===== src/hw/rtl/hsv2rgb_pkg.sv =====
// shared widths, constants and sector codes for the hsv to rgb pixel converter
// no dependencies; imported by hsv2rgb_scale, hsv_to_rgb_pixel_top and the testbench
package hsv2rgb_pkg;

	localparam int HUE_W    = 14;
	localparam int SECTOR_W = 4;
	localparam int REM_W    = 10;
	localparam int CHAN_W   = 8;

	// highest sector index reachable once hue is folded below two turns
	localparam int SECTOR_MAX = 11;

	localparam logic [HUE_W-1:0] HUE_FULL_TURN = 14'd5760;
	localparam logic [HUE_W-1:0] HUE_SECTOR    = 14'd960;

	// divide by 960 split as shift by 6 then divide by 15
	localparam int DIV_SHIFT = 6;
	localparam int DIV_ODD   = 15;

	localparam logic [SECTOR_W-1:0] SEC_RED_YELLOW    = 4'd0;
	localparam logic [SECTOR_W-1:0] SEC_YELLOW_GREEN  = 4'd1;
	localparam logic [SECTOR_W-1:0] SEC_GREEN_CYAN    = 4'd2;
	localparam logic [SECTOR_W-1:0] SEC_CYAN_BLUE     = 4'd3;
	localparam logic [SECTOR_W-1:0] SEC_BLUE_MAGENTA  = 4'd4;

endpackage


===== src/hw/rtl/hsv2rgb_scale.sv =====
// scales one unit-range level to an 8-bit channel: floor(255 * level / 2^F)
// depends on hsv2rgb_pkg
module hsv2rgb_scale
	import hsv2rgb_pkg::*;
#(
	parameter int FRACTION_BITS = 16
) (
	input  logic [FRACTION_BITS:0] level,
	output logic [CHAN_W-1:0]      chan
);

	localparam int PROD_W = FRACTION_BITS + 1 + CHAN_W;

	logic [PROD_W-1:0] scaled;

	// 255 * level as (level << 8) - level
	assign scaled = {level, {CHAN_W{1'b0}}} - PROD_W'(level);
	assign chan   = scaled[FRACTION_BITS +: CHAN_W];

endmodule


===== src/hw/rtl/hsv_to_rgb_pixel_top.sv =====
// hsv to rgb pixel converter, six-stage pipeline with per-stage valid bits
// a pixel transaction moves through stage registers s1 to s6 in order; rgb_valid rises once it reaches s6
// throughput: one pixel per cycle while rgb_ready stays high; stages refill bubbles while the output stalls
// reset: arst_n clears all stage valid bits at once, payload registers are not reset
// depends on hsv2rgb_pkg and hsv2rgb_scale
module hsv_to_rgb_pixel_top
	import hsv2rgb_pkg::*;
#(
	parameter int FRACTION_BITS = 16
) (
	input  logic                   clk,
	input  logic                   arst_n,
	input  logic                   pix_valid,
	output logic                   pix_ready,
	input  logic [HUE_W-1:0]       hue,
	input  logic [FRACTION_BITS:0] saturation,
	input  logic [FRACTION_BITS:0] brightness,
	output logic                   rgb_valid,
	input  logic                   rgb_ready,
	output logic [CHAN_W-1:0]      red,
	output logic [CHAN_W-1:0]      green,
	output logic [CHAN_W-1:0]      blue
);

	localparam int UNIT_W = FRACTION_BITS + 1;
	localparam int PROD_W = 2 * UNIT_W;
	localparam int P_W    = UNIT_W + REM_W;
	// c * weight never exceeds 2^F * 960, so the quotient by 64 fits F + 4 bits
	localparam int Q_W    = FRACTION_BITS + 4;
	localparam int RCP_W  = FRACTION_BITS + 1;
	localparam int MQ_W   = Q_W + RCP_W;
	// reciprocal of 15 scaled by 2^Q_W, rounded down; estimate is at most one low
	localparam logic [RCP_W-1:0] RECIP = RCP_W'((64'd1 << Q_W) / 64'd15);
	localparam logic [UNIT_W-1:0] UNIT_ONE = UNIT_W'(1) << FRACTION_BITS;

	// ---------------------------------------------------------------
	// handshake: each stage takes a new transaction when it is empty
	// or when the stage after it moves on
	// ---------------------------------------------------------------
	logic vld_s1, vld_s2, vld_s3, vld_s4, vld_s5, vld_s6;
	logic rdy1, rdy2, rdy3, rdy4, rdy5, rdy6;

	assign rdy6 = !vld_s6 || rgb_ready;
	assign rdy5 = !vld_s5 || rdy6;
	assign rdy4 = !vld_s4 || rdy5;
	assign rdy3 = !vld_s3 || rdy4;
	assign rdy2 = !vld_s2 || rdy3;
	assign rdy1 = !vld_s1 || rdy2;

	assign pix_ready = rdy1;
	assign rgb_valid = vld_s6;

	always_ff @(posedge clk or negedge arst_n) begin
		if (!arst_n) begin
			vld_s1 <= 1'b0;
			vld_s2 <= 1'b0;
			vld_s3 <= 1'b0;
			vld_s4 <= 1'b0;
			vld_s5 <= 1'b0;
			vld_s6 <= 1'b0;
		end else begin
			if (rdy1) vld_s1 <= pix_valid;
			if (rdy2) vld_s2 <= vld_s1;
			if (rdy3) vld_s3 <= vld_s2;
			if (rdy4) vld_s4 <= vld_s3;
			if (rdy5) vld_s5 <= vld_s4;
			if (rdy6) vld_s6 <= vld_s5;
		end
	end

	// ---------------------------------------------------------------
	// stage 1: saturate s and v to 1.0, fold hue above one full turn
	// ---------------------------------------------------------------
	logic [HUE_W-1:0]  hue_s1;
	logic [UNIT_W-1:0] sat_s1, val_s1;
	logic [HUE_W-1:0]  hue_fold;
	logic [UNIT_W-1:0] sat_clamp, val_clamp;

	always_comb begin
		hue_fold  = (hue > HUE_FULL_TURN) ? hue - HUE_FULL_TURN : hue;
		sat_clamp = (saturation > UNIT_ONE) ? UNIT_ONE : saturation;
		val_clamp = (brightness > UNIT_ONE) ? UNIT_ONE : brightness;
	end

	always_ff @(posedge clk) begin
		if (rdy1 && pix_valid) begin
			hue_s1 <= hue_fold;
			sat_s1 <= sat_clamp;
			val_s1 <= val_clamp;
		end
	end

	// ---------------------------------------------------------------
	// stage 2: chroma c = v * s, sector and in-sector weight from hue
	// odd sectors run downwards, so the weight is 960 minus the remainder
	// ---------------------------------------------------------------
	logic [UNIT_W-1:0]   c_s2, val_s2;
	logic [SECTOR_W-1:0] sector_s2;
	logic [REM_W-1:0]    wgt_s2;
	logic [PROD_W-1:0]   vs_prod;
	logic [SECTOR_W-1:0] sec_sel;
	logic [HUE_W-1:0]    sec_base;
	logic [REM_W-1:0]    rem;
	logic [REM_W-1:0]    wgt;

	always_comb begin
		vs_prod  = PROD_W'(val_s1) * PROD_W'(sat_s1);
		sec_sel  = '0;
		sec_base = '0;
		// independent threshold compares, highest hit wins
		for (int k = 1; k <= SECTOR_MAX; k++) begin
			if (hue_s1 >= HUE_W'(k * HUE_SECTOR)) begin
				sec_sel  = SECTOR_W'(k);
				sec_base = HUE_W'(k * HUE_SECTOR);
			end
		end
		rem = REM_W'(hue_s1 - sec_base);
		wgt = sec_sel[0] ? REM_W'(HUE_SECTOR) - rem : rem;
	end

	always_ff @(posedge clk) begin
		if (rdy2 && vld_s1) begin
			c_s2      <= UNIT_W'(vs_prod >> FRACTION_BITS);
			val_s2    <= val_s1;
			sector_s2 <= sec_sel;
			wgt_s2    <= wgt;
		end
	end

	// ---------------------------------------------------------------
	// stage 3: c * weight, and offset m = v - c
	// ---------------------------------------------------------------
	logic [P_W-1:0]      p_s3;
	logic [UNIT_W-1:0]   c_s3, m_s3;
	logic [SECTOR_W-1:0] sector_s3;

	always_ff @(posedge clk) begin
		if (rdy3 && vld_s2) begin
			p_s3      <= P_W'(c_s2) * P_W'(wgt_s2);
			c_s3      <= c_s2;
			m_s3      <= val_s2 - c_s2;
			sector_s3 <= sector_s2;
		end
	end

	// ---------------------------------------------------------------
	// stage 4: divide by 960 - shift out 64, reciprocal multiply by 1/15
	// ---------------------------------------------------------------
	logic [Q_W-1:0]      q_s4;
	logic [UNIT_W-1:0]   est_s4, c_s4, m_s4;
	logic [SECTOR_W-1:0] sector_s4;
	logic [Q_W-1:0]      q_div;
	logic [MQ_W-1:0]     q_recip;

	always_comb begin
		q_div   = p_s3[DIV_SHIFT +: Q_W];
		q_recip = MQ_W'(q_div) * MQ_W'(RECIP);
	end

	always_ff @(posedge clk) begin
		if (rdy4 && vld_s3) begin
			q_s4      <= q_div;
			est_s4    <= UNIT_W'(q_recip >> Q_W);
			c_s4      <= c_s3;
			m_s4      <= m_s3;
			sector_s4 <= sector_s3;
		end
	end

	// ---------------------------------------------------------------
	// stage 5: one-step correction of the quotient estimate gives x
	// ---------------------------------------------------------------
	logic [UNIT_W-1:0]   x_s5, c_s5, m_s5;
	logic [SECTOR_W-1:0] sector_s5;
	logic [Q_W-1:0]      est_x15;
	logic [Q_W-1:0]      q_left;
	logic [UNIT_W-1:0]   x_fix;

	always_comb begin
		est_x15 = (Q_W'(est_s4) << 4) - Q_W'(est_s4);
		q_left  = q_s4 - est_x15;
		x_fix   = (q_left >= Q_W'(DIV_ODD)) ? est_s4 + UNIT_W'(1) : est_s4;
	end

	always_ff @(posedge clk) begin
		if (rdy5 && vld_s4) begin
			x_s5      <= x_fix;
			c_s5      <= c_s4;
			m_s5      <= m_s4;
			sector_s5 <= sector_s4;
		end
	end

	// ---------------------------------------------------------------
	// stage 6: order (c, x, 0) by sector, add m, scale to 8 bits
	// sector five and above, incl. hue of exactly one turn, takes the
	// magenta-red order
	// ---------------------------------------------------------------
	logic [UNIT_W-1:0] r1, g1, b1;
	logic [UNIT_W-1:0] lev_r, lev_g, lev_b;
	logic [CHAN_W-1:0] chan_r, chan_g, chan_b;
	logic [CHAN_W-1:0] red_s6, green_s6, blue_s6;

	always_comb begin
		case (sector_s5)
			SEC_RED_YELLOW: begin
				r1 = c_s5; g1 = x_s5; b1 = '0;
			end
			SEC_YELLOW_GREEN: begin
				r1 = x_s5; g1 = c_s5; b1 = '0;
			end
			SEC_GREEN_CYAN: begin
				r1 = '0; g1 = c_s5; b1 = x_s5;
			end
			SEC_CYAN_BLUE: begin
				r1 = '0; g1 = x_s5; b1 = c_s5;
			end
			SEC_BLUE_MAGENTA: begin
				r1 = x_s5; g1 = '0; b1 = c_s5;
			end
			default: begin
				r1 = c_s5; g1 = '0; b1 = x_s5;
			end
		endcase
		// component + m never exceeds v, so no carry out of the unit width
		lev_r = r1 + m_s5;
		lev_g = g1 + m_s5;
		lev_b = b1 + m_s5;
	end

	hsv2rgb_scale #(.FRACTION_BITS(FRACTION_BITS)) u_scale_r (.level(lev_r), .chan(chan_r));
	hsv2rgb_scale #(.FRACTION_BITS(FRACTION_BITS)) u_scale_g (.level(lev_g), .chan(chan_g));
	hsv2rgb_scale #(.FRACTION_BITS(FRACTION_BITS)) u_scale_b (.level(lev_b), .chan(chan_b));

	always_ff @(posedge clk) begin
		if (rdy6 && vld_s5) begin
			red_s6   <= chan_r;
			green_s6 <= chan_g;
			blue_s6  <= chan_b;
		end
	end

	assign red   = red_s6;
	assign green = green_s6;
	assign blue  = blue_s6;

endmodule


===== config.mk =====
export PLATFORM = sky130hd
export DESIGN_NAME = hsv_to_rgb_pixel_top
export DESIGN_NICKNAME = d
export VERILOG_FILES = /design/src/hw/rtl/hsv2rgb_pkg.sv /design/src/hw/rtl/hsv2rgb_scale.sv /design/src/hw/rtl/hsv_to_rgb_pixel_top.sv
export SDC_FILE = /design/constraint.sdc
export NUM_CORES = 2
export LEC_CHECK = 0
export BUFFER_PORTS_ARGS = -buffer_cell sky130_fd_sc_hd__buf_2
export CORE_UTILIZATION = 35
export CTS_CLUSTER_SIZE = 40
export DETAILED_ROUTE_END_ITERATION = 8
export SYNTH_ARGS = -nofsm -noshare
export SYNTH_HDL_FRONTEND = slang
export SYNTH_HIERARCHICAL = 1
export SYNTH_SLANG_ARGS = --single-unit

===== constraint.sdc =====
create_clock -name clk -period 9.15 [get_ports clk]
set_input_delay 1.3725 -clock clk [delete_from_list [all_inputs] [get_ports clk]]
set_output_delay 1.3725 -clock clk [all_outputs]
set_load 0.03 [all_outputs]

==> results.py <==
metrics = {
    "place": {
        "dp_hpwl_mm": 58.84,
        "io_buffer_count": 77,
        "gp_congestion": 0.8876,
    },
    "synthesis": {
        "synth_edf_count": 308,
        "syn_avg_cell_area_sq_um": 10.07,
        "ys.warnings.count": 6,
        "netlist_instances": 3335,
        "async_flop_share": 0.01911,
        "synth_seq_area_share": 0.2800,
        "synthFlopType": "edfxtp_1",
        "ys_ff_latch": 314,
        "syn_area_sq_um": 33570,
        "mappedNetlistNets": 4152,
        "ys_types": 77,
    },
    "cts": {
        "cts_resized": 0,
        "clock_path_buffers": 3,
        "h-tree-depth": 2,
        "holdBufCountCts": 0,
        "cts_buffers": 38,
        "clock_latency_ns": 0.57,
        "post_cts_buffers": 0,
        "root_buffer": "clkbuf_16",
        "cts_tree": "yes",
        "clk_pin_slew_worst_paths_ns": 0.07,
        "cts.sinks": 314,
    },
    "sta": {
        "hold_viol_final": 0,
        "fin_hold_ws_ns": 0.4042,
        "fin_tns_setup_ns": 0,
        "rsz0062_at_grt": "false",
        "tightestPinTransition_ns": 1.080,
        "min_period_ns": 7.325,
        "fin_worst_skew_ns": 0.02271,
        "finalSetupViolations": 0,
        "timing.fmax_ghz": 0.1365,
        "maxSlewHeadroom": 0.2705,
        "maxSlewViolCount": 0,
        "fin_crit_sh": 0.8005,
    },
    "grt": {
        "grt_usage": 0.1544,
        "antenna_found_initial": 0,
        "grt_pass1_wl_mm": 121.1,
        "gr-total-overflow": 0,
        "grt_start_max_net_pins": 76,
        "grt_pass1_vias": 22806,
    },
    "worst_setup_path": {
        "cp_data_arrival_time_ns": 7.62,
        "cp-start-kind": "flop",
        "worst-path-max-fanout": 18,
        "cp.required_ns": 9.45,
        "worstSetupPathType": "reg2reg",
        "endpoint_kind": "flop",
    },
    "flow_run": {
        "cap_violations": 0,
    },
    "die": {
        "die_y_microns": 311.7,
        "dieArea_sq_um": 97150,
        "num_rows": 113,
        "start_util": 0.3533,
        "coreArea_sq_um": 95010,
        "fp.dieW_microns": 311.7,
        "io_pins": 78,
    },
    "finish": {
        "regArea_sq_um": 9399,
        "area_growth_pct": 8.979,
        "nFillCells": 9443,
        "nets": 4188,
        "drive_above_1_share": 0.05830,
        "multiInputGateArea_sq_um": 21480,
        "n_antenna_cell": 0,
        "largestRegisters": "p_s3 (20), q_s4 (20)",
    },
    "drt": {
        "viasPerCell": 4.837,
        "vias": 22544,
        "drt_iter0_drc": 1276,
        "first_pass_iters": 5,
        "post-route-drc-count": 0,
        "drtAntennaViolNets": 0,
        "wl_per_cell_microns": 15.82,
        "wl_mm": 73.74,
    },
    "hold_path": {
        "hp-class": "reg2reg",
    },
    "outcome": {
        "status": "completed",
    },
}
==> cell usage in the layout, fill, tap and decap left out, drive strengths merged, types with 36 or more instances in the layout <==
| cell type | netlist | routed |
|---|---|---|
| nand2 | 371 | 371 |
| inv | 629 | 633 |
| clkbuf | 93 | 42 |
| edfxtp | 308 | 308 |
| xnor2 | 136 | 136 |
| and2 | 207 | 207 |
| o21ai | 73 | 73 |
| fa | 378 | 378 |
| nor2b | 57 | 57 |
| buf | 3 | 92 |
| nor2 | 100 | 100 |
| xor2 | 36 | 36 |
| a21oi | 116 | 116 |
| ha | 387 | 387 |
| nand3 | 53 | 53 |
==> cell usage after synthesis (4+ instances only) <==
cell	n	area (sq um)
a211oi_1	13	97.59
a21boi_0	6	45.04
a21o_1	32	240.2
a21oi_1	116	580.6
a22o_1	32	280.3
a31oi_1	20	125.1
a41oi_1	5	43.79
and2_1	207	1295
and3_1	14	87.58
and3_4	7	78.83
clkbuf_1	93	349.1
dfrtp_1	6	150.1
edfxtp_1	308	9249
fa_1	378	7567
ha_1	387	4842
inv_1	629	2361
nand2_1	369	1385
nand2b_1	18	112.6
nand3_1	50	250.2
nand3b_1	4	30.03
nand4_1	18	112.6
nor2_1	100	375.4
nor2b_1	57	356.6
nor3_1	33	165.2
nor4_1	16	100.1
nor4b_1	4	35.03
o2111a_1	4	45.04
o2111ai_1	5	43.79
o211ai_1	19	142.6
o21a_1	17	127.6
o21ai_0	53	265.3
o21ai_1	19	95.09
o21bai_1	20	150.1
o31ai_1	5	37.54
o41ai_1	5	43.79
or2_2	8	50.05
or3_1	14	87.58
or4_1	8	60.06
xnor2_1	136	1191
xor2_1	36	315.3
==> routing by layer <==
metal / vias up / global-route usage / share of wire
met3: 88 / 0.01650 / 0.039
met2: 442 / 0.2502 / 0.46
met1: 11026 / 0.2190 / 0.48
met4: 0 / 0.04133 / 0.023
met5: - / 0 / 0
li1: 10988 / - / -
==> worst paths after layout <==
check	startpoint	endpoint	slack (ns)	depth (start not counted)
setup reg to reg	val_s1[9]	c_s2[15]	1.83	22
hold / removal	c_s3[10]	c_s4[10]	0.40	0
min in group asynchronous	arst_n	rgb_valid	0.63	1
setup / recovery	val_s1[9]	c_s2[15]	1.83	22
max in group asynchronous	arst_n	vld_s4	8.37	1
hold reg to reg	c_s3[10]	c_s4[10]	0.40	0
==> per-stage QoR <==
stage / instance area [sq um] / util / setup slack (ns) / instances
after floorplan: 33570 / - / 2.429 / 3335
after global placement: 35320 / 0.3717 / 1.921 / 4596
after detailed placement: 35320 / 0.3717 / 1.839 / 4596
after CTS: 36580 / 0.3850 / 1.797 / 4661
after global routing: 36580 / 0.3850 / 1.469 / 4661
final: 36580 / 0.3850 / 1.825 / 4661
==> cell families (layout without fill, tap and decap cells) <==
family                     Yosys count  in the layout  synth area share
AOI/OAI and AO/OA                  416            416           0.08312
muxes                                2              2         0.0006337
adders and majority gates          765            765            0.3697
buffers and inverters              725            786           0.08118
xor gates and xnor gates           172            172           0.04488
DFF                                314            314            0.2800
and+or+nand+nor                    941            941            0.1405
==> area by class of cell <==
class,count,area share
Clock buffer,42,0.02699
Tap cell,1265,0.04327
Multi-Input combinational cell,2296,0.5871
Sequential cell,314,0.2569
Clock inverter,23,0.007593
Timing Repair Buffer,92,0.01361
Inverter,629,0.06454
==> worst max-delay path, cell delays in order (launching register included) <==
cell and delay [ns]:
edfxtp_1 0.68, and2_1 0.32, fa_1 0.53, inv_1 0.05, fa_1 0.50, fa_1 0.52
inv_1 0.05, fa_1 0.48, fa_1 0.55, inv_1 0.06, fa_1 0.53, inv_1 0.04
ha_1 0.21, or3_1 0.37, a311oi_1 0.23, o22a_1 0.19, a21bo_2 0.26, a41o_1 0.28
a31oi_1 0.34, o21ai_1 0.23, a211oi_1 0.37, o21bai_1 0.12, xor2_1 0.15
Power is left out: the tool's default activity adds up to more than one toggle a clock period on the data nets, which glitch-free logic cannot reach.
